### src/rtl/msps_pkg.sv
// ----------------------------------------------------------------------------
// msps_pkg
// Shared types and constants for the multi-stepper phase sequencer.
// ----------------------------------------------------------------------------
package msps_pkg;

    localparam int CHIPS_DEF  = 8;
    localparam int PHASES_DEF = 8;
    localparam int MPC        = 4;

    localparam int POS_W  = 18;
    localparam int WAIT_W = 9;
    localparam int REV_W  = 32;

    localparam logic [2:0] CMD_TICK  = 3'd0;
    localparam logic [2:0] CMD_SET   = 3'd1;
    localparam logic [2:0] CMD_ALL   = 3'd2;
    localparam logic [2:0] CMD_FORCE = 3'd3;
    localparam logic [2:0] CMD_STOP  = 3'd4;

    localparam logic [1:0] ST_OK     = 2'd0;
    localparam logic [1:0] ST_INDEX  = 2'd1;
    localparam logic [1:0] ST_HEIGHT = 2'd2;

    localparam logic [2:0] REG_STEP  = 3'd0;
    localparam logic [2:0] REG_BRAKE = 3'd1;
    localparam logic [2:0] REG_BTICK = 3'd2;
    localparam logic [2:0] REG_MAXH  = 3'd3;
    localparam logic [2:0] REG_COIL  = 3'd4;

    localparam logic [1:0] SM_HALF = 2'd0;
    localparam logic [1:0] SM_FULL = 2'd1;
    localparam logic [1:0] BM_TIMED = 2'd1;
    localparam logic [1:0] BM_HOLD  = 2'd2;

    // one motor's record in state memory
    typedef struct packed {
        logic signed [POS_W-1:0]  pos;
        logic signed [POS_W-1:0]  tgt;
        logic [2:0]               ph;
        logic signed [WAIT_W-1:0] wcnt;
        logic [7:0]               wrel;
        logic [7:0]               bcnt;
        logic [REV_W-1:0]         rev;
    } t_motor;

    typedef struct packed {
        logic [1:0]  step_mode;
        logic [1:0]  brake_mode;
        logic [7:0]  brake_ticks;
        logic [15:0] max_height;
        logic [31:0] coil_table;
    } t_cfg;

endpackage

### src/rtl/multi_stepper_phase_sequencer.sv
// ----------------------------------------------------------------------------
// multi_stepper_phase_sequencer
// Step/brake sequencer for CHIPS*4 stepper motors, state kept in one memory.
// ----------------------------------------------------------------------------
// Motor state sits in a single-port-write, registered-read memory of CHIPS*4
// records, cleared after reset by a pass that writes each record in turn (no
// requests taken meanwhile). Tick, set all and stop walk every motor once,
// one read-modify-write per cycle unless held at a chip boundary; set one and
// force update a single record. A tick emits one coil word per chip as each
// group of four motors completes; a single output register holds results, so
// the walk pauses while a result waits to be taken.
module multi_stepper_phase_sequencer
    import msps_pkg::*;
#(
    parameter int CHIPS  = CHIPS_DEF,
    parameter int PHASES = PHASES_DEF
) (
    input  logic        i_clk,
    input  logic        i_rst_n,
    input  logic        i_valid,
    output logic        o_ready,
    input  logic [2:0]  i_mode,
    input  logic [5:0]  i_stepper_index,
    input  logic [31:0] i_revision,
    input  logic [15:0] i_height,
    input  logic [7:0]  i_wait_time,
    input  logic        i_half_only,
    output logic        o_valid,
    input  logic        i_ready,
    output logic        o_kind,
    output logic [1:0]  o_status,
    output logic [2:0]  o_chip,
    output logic [15:0] o_coil_word,
    output logic        o_last,
    input  logic        psel,
    input  logic        penable,
    input  logic        pwrite,
    input  logic [4:0]  paddr,
    input  logic [31:0] pwdata,
    output logic [31:0] prdata,
    output logic        pready
);

    localparam int MOTORS = CHIPS * MPC;
    localparam int MW     = $clog2(MOTORS);

    localparam logic [2:0] S_CLEAR = 3'd0;
    localparam logic [2:0] S_IDLE  = 3'd1;
    localparam logic [2:0] S_READ  = 3'd2;
    localparam logic [2:0] S_RUN   = 3'd3;
    localparam logic [2:0] S_DONE  = 3'd4;

    t_cfg r_cfg;
    logic [2:0] r_state, n_state;
    logic [MW:0] r_cnt, n_cnt;
    logic [2:0]  r_mode;
    logic [MW-1:0] r_idx;
    logic [31:0] r_rev;
    logic [15:0] r_h;
    logic [7:0]  r_wt;
    logic        r_half;
    logic [1:0]  r_st;
    logic [15:0] r_word, n_word;

    t_motor mem [MOTORS];
    t_motor r_rd;
    logic          mem_we;
    logic [MW-1:0] mem_wa, mem_ra;
    t_motor        mem_wd;

    logic        r_ov;
    logic        r_kind;
    logic [1:0]  r_ost;
    logic [2:0]  r_ochip;
    logic [15:0] r_oword;
    logic        r_olast;

    // ---- config port ----
    logic [2:0] reg_sel;
    assign reg_sel = paddr[4:2];
    assign pready  = 1'b1;

    always_ff @(posedge i_clk) begin
        if (!i_rst_n) begin
            r_cfg.step_mode   <= 2'd2;
            r_cfg.brake_mode  <= 2'd0;
            r_cfg.brake_ticks <= 8'd0;
            r_cfg.max_height  <= 16'hFFFF;
            r_cfg.coil_table  <= 32'h98C4A231;
        end else if (psel && penable && pwrite) begin
            unique case (reg_sel)
                REG_STEP:  r_cfg.step_mode   <= pwdata[1:0];
                REG_BRAKE: r_cfg.brake_mode  <= pwdata[1:0];
                REG_BTICK: r_cfg.brake_ticks <= pwdata[7:0];
                REG_MAXH:  r_cfg.max_height  <= pwdata[15:0];
                REG_COIL:  r_cfg.coil_table  <= pwdata;
                default: ;
            endcase
        end
    end

    always_comb begin
        unique case (reg_sel)
            REG_STEP:  prdata = {30'd0, r_cfg.step_mode};
            REG_BRAKE: prdata = {30'd0, r_cfg.brake_mode};
            REG_BTICK: prdata = {24'd0, r_cfg.brake_ticks};
            REG_MAXH:  prdata = {16'd0, r_cfg.max_height};
            REG_COIL:  prdata = r_cfg.coil_table;
            default:   prdata = 32'd0;
        endcase
    end

    // ---- request decode ----
    logic acc;
    logic valid_cmd;
    logic idx_bad;
    logic h_bad;
    logic walk;
    assign o_ready   = (r_state == S_IDLE) && !r_ov;
    assign acc       = i_valid && o_ready;
    assign valid_cmd = (i_mode <= CMD_STOP);
    assign idx_bad   = ({26'd0, i_stepper_index} >= 32'(MOTORS));
    assign h_bad     = (i_height > r_cfg.max_height);
    assign walk      = (r_mode == CMD_TICK) || (r_mode == CMD_ALL) || (r_mode == CMD_STOP);

    // ---- memory ----
    always_ff @(posedge i_clk) begin
        if (mem_we) begin
            mem[mem_wa] <= mem_wd;
        end
        r_rd <= mem[mem_ra];
    end

    // address of the record being processed this cycle, and the one to fetch
    logic [MW-1:0] cur;
    assign cur = walk ? r_cnt[MW-1:0] : r_idx;

    // no forwarding needed: the walk reads m+1 while writing m, never the same entry
    logic ready_adv;
    logic out_free;
    assign out_free = !r_ov || i_ready;

    // ---- per-motor update ----
    t_motor m_in, m_out;
    logic [3:0] pat;
    logic       on;
    logic signed [POS_W:0] diff;
    logic [POS_W:0]        adiff;
    logic [1:0] sz;
    logic       waiting;
    logic [3:0] ph4;
    logic       newer;
    logic [31:0] rdiff;
    logic [1:0]  smode;

    assign m_in  = r_rd;
    assign smode = (r_cfg.step_mode == 2'd3) ? 2'd2 : r_cfg.step_mode;
    assign rdiff = r_rev - m_in.rev;
    assign newer = (rdiff != 32'd0) && !rdiff[31];

    always_comb begin
        m_out   = m_in;
        on      = 1'b0;
        sz      = 2'd0;
        waiting = 1'b0;
        ph4     = {1'b0, m_in.ph};
        diff    = (POS_W+1)'(m_in.tgt) - (POS_W+1)'(m_in.pos);
        adiff   = diff[POS_W] ? (POS_W+1)'(-diff) : (POS_W+1)'(diff);
        pat     = 4'd0;
        unique case (r_mode)
            CMD_TICK: begin
                if (adiff != '0) begin
                    if (smode == SM_HALF) begin
                        sz = 2'd1;
                    end else if (smode == SM_FULL) begin
                        sz = (adiff >= 2) ? 2'd2 : 2'd0;
                    end else begin
                        sz = (adiff >= 2) ? 2'd2 : 2'd1;
                    end
                end
                if (r_half && sz == 2'd2) sz = 2'd1;
                if (m_in.wrel != 8'd0) begin
                    if (m_in.wcnt != -9'sd1) m_out.wcnt = m_in.wcnt - 9'sd1;
                    waiting = !m_out.wcnt[WAIT_W-1];
                end
                if (sz != 2'd0 && !waiting) begin
                    if (sz == 2'd2 && m_in.ph[0]) sz = 2'd1;
                    if (m_in.tgt < m_in.pos) begin
                        m_out.pos = m_in.pos - POS_W'(sz);
                        if ({2'b00, sz} > ph4) begin
                            ph4 = 4'(PHASES) - {2'b00, sz};
                        end else begin
                            ph4 = ph4 - {2'b00, sz};
                        end
                    end else begin
                        m_out.pos = m_in.pos + POS_W'(sz);
                        ph4 = ph4 + {2'b00, sz};
                        if (ph4 >= 4'(PHASES)) ph4 = 4'd0;
                    end
                    m_out.ph   = ph4[2:0];
                    on         = 1'b1;
                    m_out.wcnt = $signed({1'b0, m_in.wrel});
                    m_out.bcnt = 8'd0;
                end else if (r_cfg.brake_mode == BM_TIMED) begin
                    if (m_in.bcnt < r_cfg.brake_ticks) begin
                        on         = 1'b1;
                        m_out.bcnt = m_in.bcnt + 8'd1;
                    end
                end else if (r_cfg.brake_mode == BM_HOLD) begin
                    on = 1'b1;
                end
            end
            CMD_SET, CMD_ALL: begin
                if (r_st == ST_OK && newer) begin
                    m_out.rev  = r_rev;
                    m_out.tgt  = POS_W'(r_h);
                    m_out.wcnt = '0;
                    m_out.wrel = r_wt;
                end
            end
            CMD_FORCE: begin
                m_out.pos  = '0;
                m_out.wcnt = '0;
                m_out.wrel = '0;
                m_out.bcnt = '0;
                m_out.rev  = r_rev;
                m_out.tgt  = POS_W'($signed(r_h));
            end
            CMD_STOP: begin
                m_out.tgt  = m_in.pos;
                m_out.wcnt = '0;
            end
            default: ;
        endcase
        if (on) pat = r_cfg.coil_table[{m_out.ph, 2'b00} +: 4];
    end

    // ---- control ----
    logic last_m;
    logic grp_end;
    assign last_m  = (r_cnt[MW-1:0] == MW'(MOTORS - 1));
    assign grp_end = (r_cnt[1:0] == 2'd3);
    // a tick's chip boundary needs the output register free
    assign ready_adv = (r_mode != CMD_TICK) || !grp_end || out_free;

    logic emit_tick;
    logic emit_stat;

    always_comb begin
        n_state   = r_state;
        n_cnt     = r_cnt;
        n_word    = r_word;
        mem_we    = 1'b0;
        mem_wa    = cur;
        mem_wd    = m_out;
        mem_ra    = cur;
        emit_tick = 1'b0;
        emit_stat = 1'b0;
        unique case (r_state)
            S_CLEAR: begin
                mem_we = 1'b1;
                mem_wa = r_cnt[MW-1:0];
                mem_wd = '0;
                n_cnt  = r_cnt + 1'b1;
                if (last_m) begin
                    n_state = S_IDLE;
                    n_cnt   = '0;
                end
            end
            S_IDLE: begin
                mem_ra = (i_mode == CMD_SET || i_mode == CMD_FORCE)
                         ? i_stepper_index[MW-1:0] : MW'(0);
                n_cnt  = '0;
                n_word = '0;
                if (acc && valid_cmd) begin
                    if ((i_mode == CMD_SET || i_mode == CMD_FORCE) && idx_bad) begin
                        n_state = S_DONE;
                    end else if ((i_mode == CMD_SET || i_mode == CMD_ALL) && h_bad) begin
                        n_state = S_DONE;
                    end else begin
                        n_state = S_RUN;
                    end
                end
            end
            S_READ: begin
                n_state = S_RUN;
            end
            S_RUN: begin
                if (ready_adv) begin
                    mem_we = 1'b1;
                    n_word = r_word | (16'(pat) << {r_cnt[1:0], 2'b00});
                    if (r_mode == CMD_TICK && grp_end) begin
                        emit_tick = 1'b1;
                        n_word    = '0;
                    end
                    if (!walk || last_m) begin
                        n_state = (r_mode == CMD_TICK) ? S_IDLE : S_DONE;
                    end else begin
                        n_cnt   = r_cnt + 1'b1;
                        mem_ra  = r_cnt[MW-1:0] + 1'b1;
                        n_state = S_RUN;
                    end
                end else begin
                    // hold: re-read same record to keep r_rd
                    mem_ra = cur;
                end
            end
            S_DONE: begin
                if (out_free) begin
                    emit_stat = 1'b1;
                    n_state   = S_IDLE;
                end
            end
            default: n_state = S_IDLE;
        endcase
    end

    always_ff @(posedge i_clk) begin
        if (!i_rst_n) begin
            r_state <= S_CLEAR;
            r_cnt   <= '0;
            r_ov    <= 1'b0;
        end else begin
            r_state <= n_state;
            r_cnt   <= n_cnt;
            if (emit_tick || emit_stat) begin
                r_ov <= 1'b1;
            end else if (i_ready) begin
                r_ov <= 1'b0;
            end
        end
    end

    logic [1:0] st_new;
    assign st_new = ((i_mode == CMD_SET || i_mode == CMD_FORCE) && idx_bad) ? ST_INDEX :
                    ((i_mode == CMD_SET || i_mode == CMD_ALL) && h_bad) ? ST_HEIGHT : ST_OK;

    always_ff @(posedge i_clk) begin
        r_word <= n_word;
        if (acc) begin
            r_mode <= i_mode;
            r_idx  <= i_stepper_index[MW-1:0];
            r_rev  <= i_revision;
            r_h    <= i_height;
            r_wt   <= i_wait_time;
            r_half <= i_half_only;
            r_st   <= st_new;
        end
        if (emit_tick) begin
            r_kind  <= 1'b1;
            r_ost   <= ST_OK;
            r_ochip <= 3'(r_cnt[MW-1:2]);
            r_oword <= r_word | (16'(pat) << {r_cnt[1:0], 2'b00});
            r_olast <= last_m;
        end else if (emit_stat) begin
            r_kind  <= 1'b0;
            r_ost   <= r_st;
            r_ochip <= 3'd0;
            r_oword <= 16'd0;
            r_olast <= 1'b1;
        end
    end

    assign o_valid     = r_ov;
    assign o_kind      = r_kind;
    assign o_status    = r_ost;
    assign o_chip      = r_ochip;
    assign o_coil_word = r_oword;
    assign o_last      = r_olast;

`ifndef SYNTH
    a_no_accept_busy: assert property (@(posedge i_clk) disable iff (!i_rst_n)
        (r_state == S_RUN) |-> !o_ready) else $error("request taken while busy");
    a_tick_out_kind: assert property (@(posedge i_clk) disable iff (!i_rst_n)
        emit_tick |=> (o_valid && o_kind)) else $error("tick result lost");
    a_hold_blocks: assert property (@(posedge i_clk) disable iff (!i_rst_n)
        (o_valid && !i_ready) |=> o_valid) else $error("result dropped");
`endif

endmodule
### config.mk
export PLATFORM = sky130hd
export DESIGN_NAME = multi_stepper_phase_sequencer
export DESIGN_NICKNAME = d
export VERILOG_FILES = /design/src/rtl/msps_pkg.sv /design/src/rtl/multi_stepper_phase_sequencer.sv
export SDC_FILE = /design/constraint.sdc
export NUM_CORES = 2
export LEC_CHECK = 0
export CAP_MARGIN = 5
export CORE_UTILIZATION = 45
export CTS_CLUSTER_SIZE = 30
export DETAILED_ROUTE_END_ITERATION = 12
export DONT_BUFFER_PORTS = 1
export HOLD_SLACK_MARGIN = 0.15
export PLACE_DENSITY_LB_ADDON = 0.2
export SLEW_MARGIN = 0
export SYNTH_ARGS = -nofsm -noshare
export SYNTH_HDL_FRONTEND = slang
export SYNTH_SLANG_ARGS = --single-unit
### constraint.sdc
create_clock -name i_clk -period 8.7 [get_ports i_clk]
set_input_delay 1.305 -clock i_clk [delete_from_list [all_inputs] [get_ports i_clk]]
set_output_delay 1.305 -clock i_clk [all_outputs]
set_load 0.01 [all_outputs]
==> summary.md <==
| Metric | Value |
|---|---|
| Worst hold path type | reg -> reg |
| Main combinational cell family by area after synthesis | multiplexers |
| I/O Buffers | 0 |
| Crit Reg-Reg Endpoint | mem[15][94] |
| Slowest stage delay, CP | 0.56 ns |
| RSZ-0062 raised after global routing | false |
| Status | completed |
| WHS Endpoint | r_cfg[6] |
| Final worst path period need | 8.18 ns |
| Synth area leaders | edfxtp_1 71%, mux4_2 13%, dfxtp_1 2.5% |
| DP HPWL | 177000 µm |
| Worst Path Buf+Inv | 5 |
| Relative slew slack | 14.6% |
| Mapped Nets | 7180 |
| Slew of the pin with the lowest slew margin | 1.27 ns |
| Chip height | 548 µm |
| Final setup viols | 0 |
| Tot GR Track Use | 23.5% |
| Post-route ant nets | 0 |
| Post-Synth Simple-Gate Area | 3.04% |
| Crit Path Class | reg -> reg |
| Vias/cell | 6.08 |
| Worst-Skew Late Latency | 0.90 ns |
| Post-synthesis mux area share | 16.9% |
| Clock buffer depth | 4 |
| Post-Synthesis Cells | 6964 |
| CTS H-tree lvls | 5 |
| Area leader, netlist | edfxtp_1 |
| Crit path max-delay family | compound AO/OA/AOI/OAI gates |
| CP max-delay cell | a22oi_1 |
| WP data arrival | 8.76 ns |
| Post-synthesis compound-gate area fraction | 3.77% |
| Iteration count of the initial detailed-routing pass | 6 |
| Initial antenna violation count | 24 |
| Crit path max fanout | 16 |
| Hold Crit Depth | 2 |
| Clock Pin Slew Worst Setup and Hold Paths | 0.06 ns |
| Num ports | 168 |
| Gp weighted congestion | 0.863 |
| Syn Std Cell Area | 0.134 mm² |
| Critical path startpoint category | flop |
| Worst Path Required | 9.29 ns |
| DR vias | 69.6k |
| Most used cell, CP | a21oi_1 |
| Fmax | 122 MHz |
| Leakage | 0.0524 µW |
| Maxcap violations | 0 |
| CP endpoint kind | flop |
| Hold Fails Final Rpt | 0 |
| Routed WL | 355000 µm |
| Final WS setup | 0.524 ns |
| Global-route wire length before repair | 505000 µm |
| Initial core utilization | 45.2% |
| R2R Path Start | m_in[60] |
| Final Util | 51.3% |
| Die width | 548 µm |
| Fraction of the cycle the final worst path needs | 94.0% |
| Post-synthesis async set-or-reset flop share | 0% |
| Post-synthesis sequential area ratio | 73.6% |
| Wire length per cell | 31.0 µm |
| Ys flop type | edfxtp_1 |
| XOR/XNOR Fraction of Synth Area | 0.320% |
| DRC | 0 |
| Mean Syn Cell Area | 19.3 µm² |
| CTS tree | yes |
| EDFF count, synth | 3175 |
| Filler cells | 23.7k |
| Nets | 7432 |
| Core Rows | 200 |
| Largest net degree at the start of global routing | 131 |
| Die ar. | 0.300 mm² |
| Path depth of the worst reg2reg path | 36 |
| Pre-CTS setup slack | 0.151 ns |
| Hold_sp | r_cfg[6] |
| CTS buffer count | 351 |
| Yosys cell types | 93 |
| Worst Clk Skew | 0.0594 ns |
| Final Non-Filler Cells | 11.5k |
| First DRT Iteration DRCs | 7718 |
| Power per standard cell area | 219 mW/mm² |
| Synth top area share | 71.1% |
| Area grow syn2layout | 13.4% |
| Seq cells post-synth | 3343 |
| Gr ovfl total | 0 |
| Clk sinks | 3343 |
| Post-Synth Adder-Cell Area | 1.02% |
| Clk root buf | clkbuf_16 |
| Inst Count DP | 10.8k |
| Layout cells sized above 1 | 25.2% |
| Final slew viol count | 0 |
| Vias in the first global route | 69.4k |
| Peak supply drop | 0.156 mV |
| Post-route setup TNS | 0 ns |
| Setup slack, reg-to-reg | 0.52 ns |
| CORE AREA | 0.297 mm² |
| Synth warn | 0 |
-- synthesized netlist by cell type (101+ instances only) --
library cell / n
mux4_2: 769
buf_1: 115
clkbuf_1: 226
mux2_2: 209
ha_1: 101
edfxtp_1: 3175
o21ai_0: 284
nor2_1: 157
mux2i_1: 287
a21oi_1: 121
o211ai_1: 121
inv_1: 117
nand2_1: 499
dfxtp_1: 168
-- worst max path at each step --
| stage | start | endpoint | slack (ns) | cells past startpoint |
|---|---|---|---|---|
| 6_report | m_in[60] | mem[15][94] | 0.52 | 36 |
| 5_1_grt | m_in[60] | mem[12][94] | 0.01 | 36 |
| 4_1_cts | m_in[60] | mem[2][95] | 0.06 | 35 |
| 3_5_place_dp | m_in[60] | mem[1][95] | 0.15 | 35 |
| 3_3_place_gp | m_in[60] | mem[9][95] | 0.26 | 35 |
| 2_1_floorplan | m_in[78] | mem[0][95] | 0.94 | 32 |
-- stage by stage --
| stage | total power (µW) | hold WS, ns | instance area [µm²] |
|---|---|---|---|
| 6_report | 33300 | 0.475 | 152000 |
| 2_1_floorplan | 18600 | 0.449 | 134000 |
| 4_1_cts | 33600 | 0.428 | 152000 |
| 3_5_place_dp | 18900 | 0.471 | 141000 |
| 5_1_grt | 34200 | 0.457 | 152000 |
| 3_3_place_gp | 18900 | 0.464 | 141000 |
-- report_power, final --
part	internal, µW	switching (µW)	leakage [µW]
Sequential	17500	54.4	0.0330
Clock	8620	6150	0.00554
Combinational	350	613	0.0138
Total	26500	6820	0.0524
-- tightest hold or removal path: cells and delay by family (launching register included) --
family	cells	cell delay, ns
compound gates	1	0.06
flops	1	0.32
simple gates	1	0.05
-- what timing repair did --
| item | CTS | global route |
|---|---|---|
| hold buffers | 0 | 0 |
| setup buffers | 0 | 4 |
| endpoints found under the hold margin | 0 | 0 |
| gates resized for setup | 0 | 8 |
| setup endpoints to repair | 0 | 64 |
-- state kept, by name, indices dropped and copies added (netlist names) --
signal,flops
r_mode,3
r_idx,5
o_status,2
o_chip,3
o_last,1
r_state,3
r_st,2
r_cnt,5
o_kind,1
r_wt,8
r_half,1
o_coil_word,16
r_rev,32
r_h,16
r_cfg,60
mem,3072
m_in,96
o_valid,1
r_word,16
-- cell usage in the layout (no fill, tap or decap), types with 31 or more instances in the layout --
master	n
edfxtp_1	3175
mux4_2	769
nand2_1	499
clkbuf_16	355
o21ai_0	283
mux2i_1	258
buf_4	219
mux2_2	209
dfxtp_1	168
o211ai_1	121
inv_1	117
nor2_1	110
a21oi_1	105
ha_1	101
clkbuf_1	76
clkinv_2	65
clkinv_1	59
nand3_1	48
nor2b_1	44
buf_12	40
nor2_4	36
xnor2_1	32
o21ai_1	32
a21boi_0	31
and2_1	31
-- area by class of cell --
cell class | instances | area [µm²] | share of cell area (%)
Timing Repair Buffer | 260 | 2460 | 1.61
Antenna cell | 7 | 17.5 | 0.0115
Tap cell | 3939 | 4930 | 3.24
Inverter | 118 | 443 | 0.291
Sequential cell | 3343 | 98700 | 64.9
Clock inverter | 183 | 1760 | 1.16
Multi-Input combinational cell | 3142 | 34300 | 22.5
Clock buffer | 458 | 9530 | 6.27
-- routing by layer --
layer | part of all wire, % | track usage, % | vias up | wire length [µm]
met5 | 0.040 | 0 | - | 143
met2 | 48 | 38.2 | 2830 | 170000
met1 | 42 | 33.4 | 37400 | 148000
met3 | 8.1 | 3.95 | 486 | 28900
li1 | - | - | 28900 | -
met4 | 2.1 | 5.50 | 20 | 7590
-- cells by family (layout without fill, tap and decap cells) --
group / count (synthesis) / count (layout)
flops: 3343 / 3343
mux: 1271 / 1271
simple gates: 917 / 919
compound gates: 796 / 796
buf+inv: 481 / 1019
fa+ha+maj: 106 / 106
xor+xnor: 49 / 49
other cells: 1 / 8
No activity file was read; power rests on OpenSTA's default activity.
